<file path="src/sv/spr_pkg.sv">
// ----------------------------------------------------------------------------
// spr_pkg
// Shared widths, register indexes and controller states for the servo
// position ramp generator.
// ----------------------------------------------------------------------------
package spr_pkg;

  localparam int PCT_W      = 7;   // opening percent
  localparam int STEP_W     = 8;   // ramp step count
  localparam int WAIT_W     = 16;  // per-step wait / delay
  localparam int PULSE_W    = 12;  // servo pulse value
  localparam int DIFF_W     = PULSE_W + 1;  // signed open - closed
  localparam int CHANGE_W   = PCT_W + 1;    // signed target - position
  localparam int PROD_W     = PCT_W + PULSE_W;  // |change| * |diff|
  localparam int DEN_W      = 15;  // 100 * steps fits here
  localparam int CFG_ADDR_W = 2;
  localparam int CFG_DATA_W = 16;
  localparam int IN_TDATA_W  = 32;
  localparam int OUT_TDATA_W = 40;

  localparam logic [PCT_W-1:0]   PCT_MAX      = 7'd100;
  localparam logic [PULSE_W-1:0] PULSE_MAX    = 12'hFFF;
  localparam logic [DEN_W-1:0]   PERCENT_DEN  = 15'd100;

  localparam logic [PULSE_W-1:0] CLOSED_RST = 12'd0;
  localparam logic [PULSE_W-1:0] OPEN_RST   = 12'd4095;
  localparam logic [WAIT_W-1:0]  LONG_RST   = 16'd1000;

  typedef enum logic [CFG_ADDR_W-1:0] {
    CFG_PULSE_CLOSED  = 2'd0,
    CFG_PULSE_OPEN    = 2'd1,
    CFG_LONG_DELAY    = 2'd2,
    CFG_SIMULATE_ONLY = 2'd3
  } cfg_reg_t;

  typedef enum logic [7:0] {
    S_IDLE = 8'b0000_0001,
    S_MUL1 = 8'b0000_0010,  // |change| * |diff|
    S_DIV1 = 8'b0000_0100,  // pulse increment
    S_MUL2 = 8'b0000_1000,  // position * |diff|
    S_DIV2 = 8'b0001_0000,  // starting accumulator
    S_DIV3 = 8'b0010_0000,  // percent increment
    S_ADV  = 8'b0100_0000,
    S_OUT  = 8'b1000_0000
  } state_t;

endpackage

</file>
<file path="src/sv/spr_serial_mul.sv">
// ----------------------------------------------------------------------------
// spr_serial_mul
// Shift-add multiplier, one multiplier bit per cycle, MSB first.
// ----------------------------------------------------------------------------
module spr_serial_mul (
  input  logic                             clk,
  input  logic                             rst_n,
  input  logic                             start,
  input  logic [spr_pkg::PCT_W-1:0]        mplier,
  input  logic [spr_pkg::PULSE_W-1:0]      mcand,
  output logic                             done,
  output logic [spr_pkg::PROD_W-1:0]       product
);

  localparam int CNT_W = $clog2(spr_pkg::PCT_W + 1);

  logic                          busy_r;
  logic                          done_r;
  logic [CNT_W-1:0]              cnt_r;
  logic [spr_pkg::PCT_W-1:0]     a_r;
  logic [spr_pkg::PULSE_W-1:0]   b_r;
  logic [spr_pkg::PROD_W-1:0]    p_r;
  logic [spr_pkg::PROD_W-1:0]    p_nxt;

  always_comb begin
    p_nxt = {p_r[spr_pkg::PROD_W-2:0], 1'b0}
          + (a_r[spr_pkg::PCT_W-1] ? spr_pkg::PROD_W'(b_r) : '0);
  end

  always_ff @(posedge clk) begin
    if (!rst_n) begin
      busy_r <= 1'b0;
      done_r <= 1'b0;
      cnt_r  <= '0;
    end else begin
      done_r <= 1'b0;
      if (start) begin
        busy_r <= 1'b1;
        cnt_r  <= CNT_W'(spr_pkg::PCT_W);
      end else if (busy_r) begin
        cnt_r <= cnt_r - 1'b1;
        if (cnt_r == CNT_W'(1)) begin
          busy_r <= 1'b0;
          done_r <= 1'b1;
        end
      end
    end
  end

  always_ff @(posedge clk) begin
    if (start) begin
      a_r <= mplier;
      b_r <= mcand;
      p_r <= '0;
    end else if (busy_r) begin
      a_r <= {a_r[spr_pkg::PCT_W-2:0], 1'b0};
      p_r <= p_nxt;
    end
  end

  assign done    = done_r;
  assign product = p_r;

endmodule

</file>
<file path="src/sv/spr_serial_div.sv">
// ----------------------------------------------------------------------------
// spr_serial_div
// Restoring unsigned divider, one quotient bit per cycle. The dividend is
// loaded left-aligned; after N iterations the low N bits hold the quotient.
// ----------------------------------------------------------------------------
module spr_serial_div #(
  parameter int NUM_W  = 27,
  parameter int ITER_W = 5
) (
  input  logic                          clk,
  input  logic                          rst_n,
  input  logic                          start,
  input  logic [NUM_W-1:0]              num,
  input  logic [spr_pkg::DEN_W-1:0]     den,
  input  logic [ITER_W-1:0]             iters,
  output logic                          done,
  output logic [NUM_W-1:0]              quot
);

  localparam int DW = spr_pkg::DEN_W;

  logic              busy_r;
  logic              done_r;
  logic [ITER_W-1:0] cnt_r;
  logic [NUM_W-1:0]  q_r;
  logic [DW-1:0]     rem_r;
  logic [DW-1:0]     den_r;
  logic [DW:0]       rem_sh;
  logic [DW+1:0]     trial;
  logic              fits;
  logic [DW-1:0]     rem_nxt;
  logic [NUM_W-1:0]  q_nxt;

  always_comb begin
    rem_sh  = {rem_r, q_r[NUM_W-1]};
    trial   = {1'b0, rem_sh} - {2'b00, den_r};
    fits    = ~trial[DW+1];
    rem_nxt = fits ? trial[DW-1:0] : rem_sh[DW-1:0];
    q_nxt   = {q_r[NUM_W-2:0], fits};
  end

  always_ff @(posedge clk) begin
    if (!rst_n) begin
      busy_r <= 1'b0;
      done_r <= 1'b0;
      cnt_r  <= '0;
    end else begin
      done_r <= 1'b0;
      if (start) begin
        busy_r <= 1'b1;
        cnt_r  <= iters;
      end else if (busy_r) begin
        cnt_r <= cnt_r - 1'b1;
        if (cnt_r == ITER_W'(1)) begin
          busy_r <= 1'b0;
          done_r <= 1'b1;
        end
      end
    end
  end

  always_ff @(posedge clk) begin
    if (start) begin
      q_r   <= num;
      rem_r <= '0;
      den_r <= den;
    end else if (busy_r) begin
      q_r   <= q_nxt;
      rem_r <= rem_nxt;
    end
  end

  assign done = done_r;
  assign quot = q_r;

endmodule

</file>
<file path="src/sv/servo_position_ramp.sv">
// ----------------------------------------------------------------------------
// servo_position_ramp
// Linear servo ramp: per request, advance one step toward the target
// opening and report the saturated pulse value and the delay to hold.
// ----------------------------------------------------------------------------
//  channel | ports                        | payload (low bit up)
//  --------+------------------------------+---------------------------------
//  in      | in_tvalid/in_tready/in_tdata | target_percent, step_count,
//          |                              | step_wait
//  out     | out_tvalid/out_tready/...    | tdata: pulse_value, delay_out,
//          |                              | position_percent; tuser: strobe
//  cfg     | cfg_we/cfg_addr/cfg_wdata    | register index 0..3
//
// A request that keeps target and step count goes straight to the step
// update. A new target or step count, while the position differs from the
// target, runs the serial multiplier twice and the serial divider three
// times. Reset is synchronous, active low; in_tready is high from reset
// on, so a request can be taken as soon as reset is released. The next
// request is taken while a result waits in the output register; a stalled
// output holds the controller before the following result is loaded.
// ----------------------------------------------------------------------------
module servo_position_ramp #(
  parameter int FRACTION_BITS = 8
) (
  input  logic                              clk,
  input  logic                              rst_n,
  // target_percent[6:0], step_count[14:7], step_wait[30:15]
  input  logic [spr_pkg::IN_TDATA_W-1:0]    in_tdata,
  input  logic                              in_tvalid,
  output logic                              in_tready,
  // pulse_value[11:0], delay_out[27:12], position_percent[34:28]
  output logic [spr_pkg::OUT_TDATA_W-1:0]   out_tdata,
  // write_strobe[0]
  output logic                              out_tuser,
  output logic                              out_tvalid,
  input  logic                              out_tready,
  input  logic                              cfg_we,
  input  logic [spr_pkg::CFG_ADDR_W-1:0]    cfg_addr,
  input  logic [spr_pkg::CFG_DATA_W-1:0]    cfg_wdata
);

  localparam int PCT_W   = spr_pkg::PCT_W;
  localparam int PULSE_W = spr_pkg::PULSE_W;
  localparam int WAIT_W  = spr_pkg::WAIT_W;
  localparam int STEP_W  = spr_pkg::STEP_W;
  localparam int DEN_W   = spr_pkg::DEN_W;
  localparam int NUM_W   = spr_pkg::PROD_W + FRACTION_BITS;
  localparam int INC_W   = NUM_W + 1;
  localparam int ACC_W   = NUM_W + 2;
  localparam int PV_W    = ACC_W - FRACTION_BITS + 1;
  localparam int ITER_W  = $clog2(NUM_W + 1);

  spr_pkg::state_t state_r;

  // a unit is idle in its own state until it reports done; starting is keyed
  // to the first cycle in the state
  logic started_r;

  // configuration
  logic [PULSE_W-1:0] cfg_closed_r;
  logic [PULSE_W-1:0] cfg_open_r;
  logic [WAIT_W-1:0]  cfg_long_r;
  logic               cfg_sim_r;

  // ramp state
  logic [PCT_W-1:0]         pos_r;
  logic [PCT_W-1:0]         dest_r;
  logic [STEP_W-1:0]        ramp_steps_r;
  logic [STEP_W-1:0]        step_idx_r;
  logic signed [INC_W-1:0]  inc_r;
  logic [PCT_W-1:0]         pct_mag_r;
  logic                     pct_neg_r;
  logic signed [ACC_W-1:0]  acc_r;
  logic [PULSE_W-1:0]       pulse_r;
  logic [WAIT_W-1:0]        delay_r;

  // current request
  logic [PCT_W-1:0]   req_tgt_r;
  logic [WAIT_W-1:0]  req_wait_r;
  logic               moving_r;
  logic               adv_r;
  logic               change_neg_r;
  logic [PCT_W-1:0]   abs_change_r;
  logic               diff_neg_r;
  logic [PULSE_W-1:0] abs_diff_r;

  // output register
  logic                 out_tvalid_r;
  logic                 out_strobe_r;
  logic [PULSE_W-1:0]   out_pulse_r;
  logic [WAIT_W-1:0]    out_delay_r;
  logic [PCT_W-1:0]     out_pos_r;

  // input decode
  logic [PCT_W-1:0]            in_tgt;
  logic [STEP_W-1:0]           in_steps_raw;
  logic [STEP_W-1:0]           in_steps;
  logic [WAIT_W-1:0]           in_wait;
  logic [spr_pkg::CHANGE_W-1:0] change;
  logic [spr_pkg::DIFF_W-1:0]   diff;
  logic                        restart;
  logic                        in_fire;

  // arithmetic units
  logic                        mul_start;
  logic                        mul_done;
  logic [PCT_W-1:0]            mul_a;
  logic [spr_pkg::PROD_W-1:0]  mul_prod;
  logic                        div_start;
  logic                        div_done;
  logic [NUM_W-1:0]            div_num;
  logic [DEN_W-1:0]            div_den;
  logic [ITER_W-1:0]           div_iters;
  logic [NUM_W-1:0]            div_quot;
  logic [DEN_W-1:0]            den_steps;

  // step datapath
  logic [INC_W-1:0]    inc_mag;
  logic [ACC_W-1:0]    acc_mag;
  logic [PCT_W+1:0]    pos_sum;
  logic [PCT_W-1:0]    pos_step;
  logic                pv_round;
  logic [PV_W-1:0]     pv_sum;
  logic [PULSE_W-1:0]  pv_sat;
  logic                out_free;

  assign in_tgt       = in_tdata[6:0];
  assign in_steps_raw = in_tdata[14:7];
  assign in_wait      = in_tdata[30:15];
  assign in_steps     = (in_steps_raw == '0) ? STEP_W'(1) : in_steps_raw;
  assign change       = {1'b0, in_tgt} - {1'b0, pos_r};
  assign diff         = {1'b0, cfg_open_r} - {1'b0, cfg_closed_r};
  assign restart      = (pos_r != in_tgt) &&
                        ((ramp_steps_r != in_steps) || (dest_r != in_tgt));
  assign in_tready    = (state_r == spr_pkg::S_IDLE);
  assign in_fire      = in_tvalid && in_tready;
  assign out_free     = !out_tvalid_r || out_tready;

  // 100 * steps as shifts and adds
  assign den_steps = DEN_W'({ramp_steps_r, 6'b0}) + DEN_W'({ramp_steps_r, 5'b0})
                   + DEN_W'({ramp_steps_r, 2'b0});

  assign mul_a     = (state_r == spr_pkg::S_MUL1) ? abs_change_r : pos_r;
  assign mul_start = ((state_r == spr_pkg::S_MUL1) || (state_r == spr_pkg::S_MUL2))
                     && !started_r && !mul_done;

  always_comb begin
    div_num   = {mul_prod, {FRACTION_BITS{1'b0}}};
    div_den   = den_steps;
    div_iters = ITER_W'(NUM_W);
    unique case (state_r)
      spr_pkg::S_DIV2: begin
        div_den = spr_pkg::PERCENT_DEN;
      end
      spr_pkg::S_DIV3: begin
        div_num   = {abs_change_r, {(NUM_W-PCT_W){1'b0}}};
        div_den   = DEN_W'(ramp_steps_r);
        div_iters = ITER_W'(PCT_W);
      end
      default: begin
      end
    endcase
  end

  assign div_start = ((state_r == spr_pkg::S_DIV1) || (state_r == spr_pkg::S_DIV2) ||
                      (state_r == spr_pkg::S_DIV3)) && !started_r && !div_done;

  spr_serial_mul u_mul (
    .clk     (clk),
    .rst_n   (rst_n),
    .start   (mul_start),
    .mplier  (mul_a),
    .mcand   (abs_diff_r),
    .done    (mul_done),
    .product (mul_prod)
  );

  spr_serial_div #(
    .NUM_W  (NUM_W),
    .ITER_W (ITER_W)
  ) u_div (
    .clk   (clk),
    .rst_n (rst_n),
    .start (div_start),
    .num   (div_num),
    .den   (div_den),
    .iters (div_iters),
    .done  (div_done),
    .quot  (div_quot)
  );

  // signed results from magnitudes, truncation toward zero
  assign inc_mag = {1'b0, div_quot};
  assign acc_mag = {2'b00, div_quot};

  // position step, clamped to 0..127
  always_comb begin
    pos_sum = {2'b00, pos_r} + (pct_neg_r ? -{2'b00, pct_mag_r} : {2'b00, pct_mag_r});
    if (pos_sum[PCT_W+1]) begin
      pos_step = '0;
    end else if (pos_sum[PCT_W]) begin
      pos_step = '1;
    end else begin
      pos_step = pos_sum[PCT_W-1:0];
    end
  end

  // closed + trunc0(acc / 2^F): floor plus one when negative with a fraction
  always_comb begin
    pv_round = acc_r[ACC_W-1] & (|acc_r[FRACTION_BITS-1:0]);
    pv_sum   = PV_W'(signed'(acc_r[ACC_W-1:FRACTION_BITS])) + PV_W'(cfg_closed_r)
             + PV_W'(pv_round);
    if (pv_sum[PV_W-1]) begin
      pv_sat = '0;
    end else if (|pv_sum[PV_W-2:PULSE_W]) begin
      pv_sat = spr_pkg::PULSE_MAX;
    end else begin
      pv_sat = pv_sum[PULSE_W-1:0];
    end
  end

  always_ff @(posedge clk) begin
    if (!rst_n) begin
      cfg_closed_r <= spr_pkg::CLOSED_RST;
      cfg_open_r   <= spr_pkg::OPEN_RST;
      cfg_long_r   <= spr_pkg::LONG_RST;
      cfg_sim_r    <= 1'b0;
    end else if (cfg_we) begin
      unique case (spr_pkg::cfg_reg_t'(cfg_addr))
        spr_pkg::CFG_PULSE_CLOSED:  cfg_closed_r <= cfg_wdata[PULSE_W-1:0];
        spr_pkg::CFG_PULSE_OPEN:    cfg_open_r   <= cfg_wdata[PULSE_W-1:0];
        spr_pkg::CFG_LONG_DELAY:    cfg_long_r   <= cfg_wdata[WAIT_W-1:0];
        spr_pkg::CFG_SIMULATE_ONLY: cfg_sim_r    <= cfg_wdata[0];
      endcase
    end
  end

  always_ff @(posedge clk) begin
    if (!rst_n) begin
      state_r      <= spr_pkg::S_IDLE;
      started_r    <= 1'b0;
      pos_r        <= '0;
      dest_r       <= '0;
      ramp_steps_r <= '0;
      step_idx_r   <= '0;
      inc_r        <= '0;
      pct_mag_r    <= '0;
      pct_neg_r    <= 1'b0;
      acc_r        <= '0;
      pulse_r      <= '0;
      delay_r      <= '0;
      moving_r     <= 1'b0;
      adv_r        <= 1'b0;
      out_tvalid_r <= 1'b0;
    end else begin
      if ((state_r == spr_pkg::S_OUT) && out_free) begin
        out_tvalid_r <= 1'b1;
      end else if (out_tready) begin
        out_tvalid_r <= 1'b0;
      end
      if (mul_done || div_done) begin
        started_r <= 1'b0;
      end else if (mul_start || div_start) begin
        started_r <= 1'b1;
      end
      unique case (state_r)
        spr_pkg::S_IDLE: begin
          if (in_fire) begin
            moving_r <= (pos_r != in_tgt);
            if (restart) begin
              ramp_steps_r <= in_steps;
              dest_r       <= in_tgt;
              step_idx_r   <= '0;
              pulse_r      <= cfg_closed_r;
              state_r      <= spr_pkg::S_MUL1;
            end else begin
              state_r <= spr_pkg::S_ADV;
            end
          end
        end
        spr_pkg::S_MUL1: begin
          if (mul_done) begin
            state_r <= spr_pkg::S_DIV1;
          end
        end
        spr_pkg::S_DIV1: begin
          if (div_done) begin
            inc_r   <= (change_neg_r ^ diff_neg_r) ? -signed'(inc_mag) : signed'(inc_mag);
            state_r <= spr_pkg::S_MUL2;
          end
        end
        spr_pkg::S_MUL2: begin
          if (mul_done) begin
            state_r <= spr_pkg::S_DIV2;
          end
        end
        spr_pkg::S_DIV2: begin
          if (div_done) begin
            acc_r   <= diff_neg_r ? -signed'(acc_mag) : signed'(acc_mag);
            state_r <= spr_pkg::S_DIV3;
          end
        end
        spr_pkg::S_DIV3: begin
          if (div_done) begin
            pct_mag_r <= div_quot[PCT_W-1:0];
            pct_neg_r <= change_neg_r;
            state_r   <= spr_pkg::S_ADV;
          end
        end
        spr_pkg::S_ADV: begin
          adv_r <= 1'b0;
          if (moving_r) begin
            if (step_idx_r < ramp_steps_r) begin
              step_idx_r <= step_idx_r + 1'b1;
              acc_r      <= acc_r + ACC_W'(inc_r);
              pos_r      <= pos_step;
              delay_r    <= req_wait_r;
              adv_r      <= 1'b1;
            end else begin
              // steps used up: snap to the target
              pos_r   <= req_tgt_r;
              delay_r <= cfg_long_r;
            end
          end else if (delay_r == req_wait_r) begin
            delay_r <= cfg_long_r;
          end
          state_r <= spr_pkg::S_OUT;
        end
        spr_pkg::S_OUT: begin
          if (out_free) begin
            if (adv_r) begin
              pulse_r <= pv_sat;
            end
            state_r <= spr_pkg::S_IDLE;
          end
        end
        default: begin
          state_r <= spr_pkg::S_IDLE;
        end
      endcase
    end
  end

  // request and result payload
  always_ff @(posedge clk) begin
    if (in_fire) begin
      req_tgt_r    <= in_tgt;
      req_wait_r   <= in_wait;
      change_neg_r <= change[spr_pkg::CHANGE_W-1];
      abs_change_r <= change[spr_pkg::CHANGE_W-1] ? PCT_W'(-change) : change[PCT_W-1:0];
      diff_neg_r   <= diff[spr_pkg::DIFF_W-1];
      abs_diff_r   <= diff[spr_pkg::DIFF_W-1] ? PULSE_W'(-diff) : diff[PULSE_W-1:0];
    end
    if ((state_r == spr_pkg::S_OUT) && out_free) begin
      out_strobe_r <= adv_r && !cfg_sim_r;
      out_pulse_r  <= adv_r ? pv_sat : pulse_r;
      out_delay_r  <= delay_r;
      out_pos_r    <= (pos_r > spr_pkg::PCT_MAX) ? spr_pkg::PCT_MAX : pos_r;
    end
  end

  assign out_tvalid = out_tvalid_r;
  assign out_tuser  = out_strobe_r;
  assign out_tdata  = {5'b0, out_pos_r, out_delay_r, out_pulse_r};

endmodule
</file>
<file path="config.mk">
export PLATFORM = sky130hd
export DESIGN_NAME = servo_position_ramp
export DESIGN_NICKNAME = d
export VERILOG_FILES = /design/src/sv/spr_pkg.sv /design/src/sv/spr_serial_mul.sv /design/src/sv/spr_serial_div.sv /design/src/sv/servo_position_ramp.sv
export SDC_FILE = /design/constraint.sdc
export NUM_CORES = 1
export LEC_CHECK = 0
export BUFFER_PORTS_ARGS = -buffer_cell sky130_fd_sc_hd__buf_4
export CAP_MARGIN = 20
export CORE_MARGIN = 2
export CORE_UTILIZATION = 60
export CTS_CLUSTER_SIZE = 20
export DETAILED_ROUTE_END_ITERATION = 7
export PLACE_DENSITY = 0.81
export SKIP_CTS_REPAIR_TIMING = 1
export SLEW_MARGIN = 20
export SYNTH_ARGS = -nofsm -noshare
export SYNTH_HDL_FRONTEND = slang
export SYNTH_SLANG_ARGS = --single-unit
</file>
<file path="constraint.sdc">
create_clock -name clk -period 4.75 [get_ports clk]
set_input_delay 0.7125 -clock clk [delete_from_list [all_inputs] [get_ports clk]]
set_output_delay 0.7125 -clock clk [all_outputs]
set_load 0.05 [all_outputs]
</file>
==> After elaboration in Yosys (flattened, before gate mapping) <==
Cells that the tools add are included.
{ "classes": {"reduce_logical": 48, "magnitude_cmp": 2, "n_bitwise": 6, "n_eq_ne": 27, "n_mux": 63, "addsub": 18} }
{ "ops": {"columns": ["cell", "count"], "rows": [
  ["29-bit two-way mux", 4],
  ["12-bit two-way mux", 8],
  ["8-bit two-way mux", 12],
  ["27-bit two-way mux", 3],
  ["8-bit case mux with 8 select lines", 1],
  ["29-bit case mux with 2 select lines", 1],
  ["7-bit two-way mux", 8],
  ["16-bit two-way mux", 3],
  ["15-bit case mux with 2 select lines", 1],
  ["29-bit by 28-bit adder with 29-bit output", 1],
  ["27-bit negator with 29-bit output", 1],
  ["28-bit two-way mux", 1],
  ["27-bit negator with 28-bit output", 1],
  ["12-bit case mux with 2 select lines", 1],
  ["21-bit by 13-bit adder with 22-bit output", 1],
  ["22-bit by 1-bit adder with 22-bit output", 1],
  ["19-bit adder", 1],
  ["2-bit AND reduction", 9],
  ["16-bit by 15-bit subtractor with 17-bit output", 1],
  ["16-bit == test", 1],
  ["8-bit case mux with 2 select lines", 1],
  ["14-bit by 13-bit adder with 15-bit output", 1],
  ["15-bit by 10-bit adder with 15-bit output", 1],
  ["15-bit two-way mux", 1],
  ["48 further kinds", 100]
]} }
{ "word_totals": {"ff_bits": 363, "out_inout_bits": 43, "word_cells": 205, "in_bits": 55} }

==> Longest topological paths before layout <==
{ "depth": {"depth_word": 9, "depth_mapped": 13, "ltp_nobuf": 13} }

==> Cells and area by module <==
Synthesis repeated with hierarchy kept, for this count alone.
{ "unflattened": {"cells_unflattened": 2332, "hier_area_um2": 21629.5} }
{ "by_module_without_submodules": {"columns": ["mod", "instances", "area_per_inst_um2", "seq_area_each_um2", "cells_each"], "rows": [
  ["servo_position_ramp", 1, 15884.0, 5925.7, 1814],
  ["spr_serial_div", 1, 3424.5, 1701.6, 303],
  ["spr_serial_mul", 1, 2321.0, 1051.0, 215]
]} }

==> Worst setup path before layout <==
OpenSTA, ideal clock, no wires.
{ "synth_timing": {"kind": "register to register", "start": "reg state_r[4]", "end": "reg pulse_r[10]", "arrival_time_ns": 3.482, "required_time_ns": 4.633, "stages_incl_launch_ff": 11, "synth_period_minus_slack_ns": 3.599, "path_buffers": 3, "slack_ns": 1.151, "path_cell_list": "dfxtp_1 > buf_2 > nor4_4 > nand4b_1 > nor2b_1 > nor2b_1 > buf_2 > buf_2 > nand2_1 > o21ai_0 > a22o_1"} }
{ "synth_between": {"elab_chain_cells": 4} }
{ "synth_lines": {"columns": ["item", "line_no", "source"], "rows": [
  ["start: declaration", "servo_position_ramp.sv:53", "spr_pkg::state_t state_r;"],
  ["start signal: assignment", "servo_position_ramp.sv:240", "state_r <= spr_pkg::S_IDLE;"],
  ["start signal: assignment", "servo_position_ramp.sv:275", "state_r <= spr_pkg::S_MUL1;"],
  ["start signal: assignment", "servo_position_ramp.sv:277", "state_r <= spr_pkg::S_ADV;"],
  ["8-bit by 1-bit == test with 1-bit output", "servo_position_ramp.sv:135, servo_position_ramp.sv:266", null],
  ["1-bit logical AND", "servo_position_ramp.sv:136", "assign in_fire = in_tvalid && in_tready;"],
  ["2-bit by 1-bit inequality test with 1-bit output (no line)", null, null],
  ["4-bit AND reduction (no line)", null, null],
  ["end signal: assignment", "servo_position_ramp.sv:274", "pulse_r <= cfg_closed_r;"],
  ["end signal: assignment", "servo_position_ramp.sv:332", "pulse_r <= pv_sat;"],
  ["end: declaration", "servo_position_ramp.sv:74", "logic [PULSE_W-1:0] pulse_r;"]
]} }
Parallel ways exist; a longest one is shown, timed or not.
A chain may end at the register's enable or synchronous reset.

==> Worst setup path after layout <==
{ "layout_timing": {"start": "reg acc_r[28]", "end": "reg pulse_r[0]"} }
{ "layout_between": {"elab_chain_cells": 8} }
{ "layout_lines": {"columns": ["item", "line_no", "source"], "rows": [
  ["start: declaration", "servo_position_ramp.sv:73", "logic signed [ACC_W-1:0] acc_r;"],
  ["start signal: assignment", "servo_position_ramp.sv:299", "acc_r <= diff_neg_r ? -signed'(acc_mag) : signed'(acc_mag);"],
  ["start signal: assignment", "servo_position_ramp.sv:315", "acc_r <= acc_r + ACC_W'(inc_r);"],
  ["21-bit by 13-bit adder with 22-bit output / 1-bit bitwise AND (equally long branches)", "servo_position_ramp.sv:211, servo_position_ramp.sv:210", null],
  ["22-bit by 1-bit adder with 22-bit output *", "servo_position_ramp.sv:212", "+ PV_W'(pv_round);"],
  ["9-bit OR reduction", "servo_position_ramp.sv:215", "end else if (|pv_sum[PV_W-2:PULSE_W]) begin"],
  ["12-bit two-way mux", "servo_position_ramp.sv:215", null],
  ["12-bit two-way mux *", "servo_position_ramp.sv:213", "if (pv_sum[PV_W-1]) begin"],
  ["12-bit two-way mux *", "servo_position_ramp.sv:331", "if (adv_r) begin"],
  ["12-bit two-way mux *", "servo_position_ramp.sv:330", "if (out_free) begin"],
  ["12-bit case mux with 2 select lines *", "servo_position_ramp.sv:266", "unique case (state_r)"]
]} }
Mark *: on every way between the ends. The rest lies on a longest branch, timed or not. The select of a mux whose other input is x is not followed.

==> summary.md <==
| Metric | Value |
|---|---|
| Area growth from synthesis to layout | `10.1%` |
| Num CTS Buffers | `38` |
| Cell Area, Synth | `0.0212 mm2` |
| R2r setup slk | `690 ps` |
| Pre-CTS setup slack | `715 ps` |
| Initial Util | `0.611` |
| Netlist cell types | `85` |
| Clock buffer depth | `3` |
| Post-DRT Antenna Nets | `0` |
| EDFF count, synth | `141` |
| Fin. Hold Viols | `0` |
| Htree depth | `2` |
| Fin crit period | `4060 ps` |
| Via count | `17.7k` |
| Final setup violation count | `0` |
| RSZ-0062 raised after global routing | `false` |
| Row count | `68` |
| Final WS setup | `691 ps` |
| Worst slew pin tran | `1130 ps` |
| Pwr dens | `347 mW/mm2` |
| DR DRC count | `0` |
| Max Cap Violations | `0` |
| Crit path kind | `flop to flop` |
| First-pass GRT wire length | `84800 um` |
| Most common cell after layout, fill and taps aside | `nand2_1` |
| CP Max Fanout | `12` |
| Worst hold path class | `primary input to flop` |
| Core area | `0.0346 mm2` |
| Avg WL per Cell | `18.4 um` |
| Ys flop type | `dfxtp_1` |
| Fin area | `0.0233 mm2` |
| Crit share post-route | `0.855` |
| Worst Hold Depth | `1` |
| NumNets Final | `2581` |
| Worst flop-to-flop path endpoint | `pulse_r[0]` |
| Number of vias per cell | `6.15` |
| Slew Limit Fails | `0` |
| Initial DRC count | `1396` |
| CTS tree | `done` |
| Clock latency at the later pin of the worst-skew pair | `550 ps` |
| Avg Inst Size Synth | `8.96 um2` |
| Reg2reg start | `acc_r[28]` |
| Sequential-to-total area share from yosys stat | `0.410` |
| Die W | `192 um` |
| Total track usage | `0.285` |
| Most frequent cells in the layout | `267 x nand2_1, 236 x nor2_1, 222 x dfxtp_1` |
| Fmax | `246 MHz` |
| Yosys top cell area share | `0.210` |
| Final HPWL DP | `37700 um` |
| Relative slew slack | `0.249` |
| Final Skew | `30.2 ps` |
| Worst Setup Start Kind | `flop` |
| Initial antenna violation count | `0` |
| CP Capture Type | `flop` |
| Clock-pin slew on the worst setup and hold paths | `60 ps` |
| Drt first pass iters | `7` |
| Routed wire length | `52900 um` |
| GP Congestion | `0.944` |
| Largest net degree at the start of global routing | `73` |
| Synth Instances | `2361` |
| Area after DPL | `0.0221 mm2` |
| Top post-synthesis cells by area | `dfxtp_1 21%, edfxtp_1 20%, ha_1 7.0%` |
| Final core occ | `0.672` |
| Die Y | `192 um` |
| Pleak | `9.24 nW` |
| I/O Pins | `98` |
| Cell taking the most area after synthesis | `dfxtp_1` |
| I/O Buffers | `91` |
| Ys Warns | `0` |
| Overflow after GRT | `0` |
| Min-delay src | `in_tdata[28]` |
| Arrival @ worst endpoint | `4480 ps` |
| Setup TNS | `0 ps` |
| Fillcell total | `2634` |
| Die area | `0.0368 mm2` |
| Vias in the first global route | `16.9k` |
| Maximum VDD drop | `409 uV` |
| Hold endpoint | `req_wait_r[13]` |
| FF+latch count, synth | `363` |
| Worst R2R Path Depth | `11` |
| Crit path required time | `5170 ps` |
| Sink Count | `363` |
| Layout cells sized above 1 | `0.0858` |
| Status | `completed` |
| Ys async rst share | `0` |
| Root Buffer | `clkbuf_16` |
[Yosys cell counts (35+ instances only)]
cell and number:
a211oi_1 63, clkbuf_1 86, xor2_1 75, edfxtp_1 141, o21ai_0 121, dfxtp_1 222
nand2_1 267, a21oi_1 169, inv_1 106, xnor2_1 105, nand3_1 79, nor2_1 238
mux2i_1 54, ha_1 119, nor3_1 35
[how the worst max path moves through the flow]
stage	startpoint	endpoint	slack [ps]	depth (start not counted)
detailed placement	acc_r[28]	pulse_r[0]	710	11
global route	acc_r[28]	pulse_r[0]	410	11
global placement	acc_r[28]	pulse_r[1]	800	11
finish	acc_r[28]	pulse_r[0]	690	11
floorplan	state_r[4]	pulse_r[10]	1150	10
CTS	acc_r[28]	pulse_r[0]	690	11
[report_power, final]
group          switching (W)  leakage (nW)  internal [W]
Combinational       0.000904          5.57      0.000626
Sequential          0.000195          3.09       0.00348
Clock                0.00125         0.573       0.00162
Total                0.00235          9.24       0.00573
[state kept, by name (all words and copies together) (netlist names), 8 cells and up]
name           flops
acc_r             29
inc_r             28
u_div.quot        27
u_mul.product     19
cfg_long_r        16
delay_r           16
out_delay_r       16
req_wait_r        16
u_div.den_r       15
u_div.rem_r       15
abs_diff_r        12
cfg_closed_r      12
cfg_open_r        12
out_pulse_r       12
pulse_r           12
u_mul.b_r         12
ramp_steps_r       8
state_r            8
step_idx_r         8
[metrics by stage]
| step | hold slack (ps) | power [W] | cells |
|---|---|---|---|
| global placement | 403 | 0.00515 | 2809 |
| global route | 327 | 0.00841 | 2879 |
| floorplan | 400 | 0.00485 | 2365 |
| finish | 337 | 0.00807 | 2880 |
| detailed placement | 405 | 0.00523 | 2809 |
| CTS | 327 | 0.00808 | 2879 |
[kinds of logic (layout without fill, tap and decap cells)]
group	Yosys count	after routing	share of synthesized area
simple gates	809	809	0.180
compound gates	590	590	0.182
flops	363	363	0.410
buf+inv	231	290	0.0444
xor+xnor	180	180	0.0745
fa+ha+maj	132	132	0.0827
mux	55	55	0.0261
other cells	1	6	0.000177
[cell type report]
type	count	area, um2	share of cell area
well taps	455	569	0.0244
inverters	108	408	0.0175
clock buffers	52	1050	0.0452
diodes	1	2.50	0.000107
flip-flops and latches	363	8680	0.373
clock inverters	18	141	0.00607
multi-input cells	1771	11600	0.498
repair buffers	112	841	0.0361
[worst max-delay path, stage by stage (launching register included)]
cell	delay [ps]
dfxtp_1	520
o21ai_0	260
fa_1	460
fa_1	390
nand2b_1	190
a21oi_1	310
o21ai_0	160
a311oi_1	480
o2bb2ai_1	170
and3_1	510
a32oi_1	250
a22o_1	260
[layer usage]
layer | track usage | routed length (um) | share of wire | vias to the layer above
li1 | - | - | - | 8534
met1 | 0.383 | 23000 | 0.44 | 8432
met2 | 0.479 | 25100 | 0.47 | 640
met3 | 0.0311 | 3200 | 0.060 | 116
met4 | 0.0988 | 1570 | 0.030 | 0
met5 | 0 | 0 | 0 | -
Power figures use the tool's default switching activity.
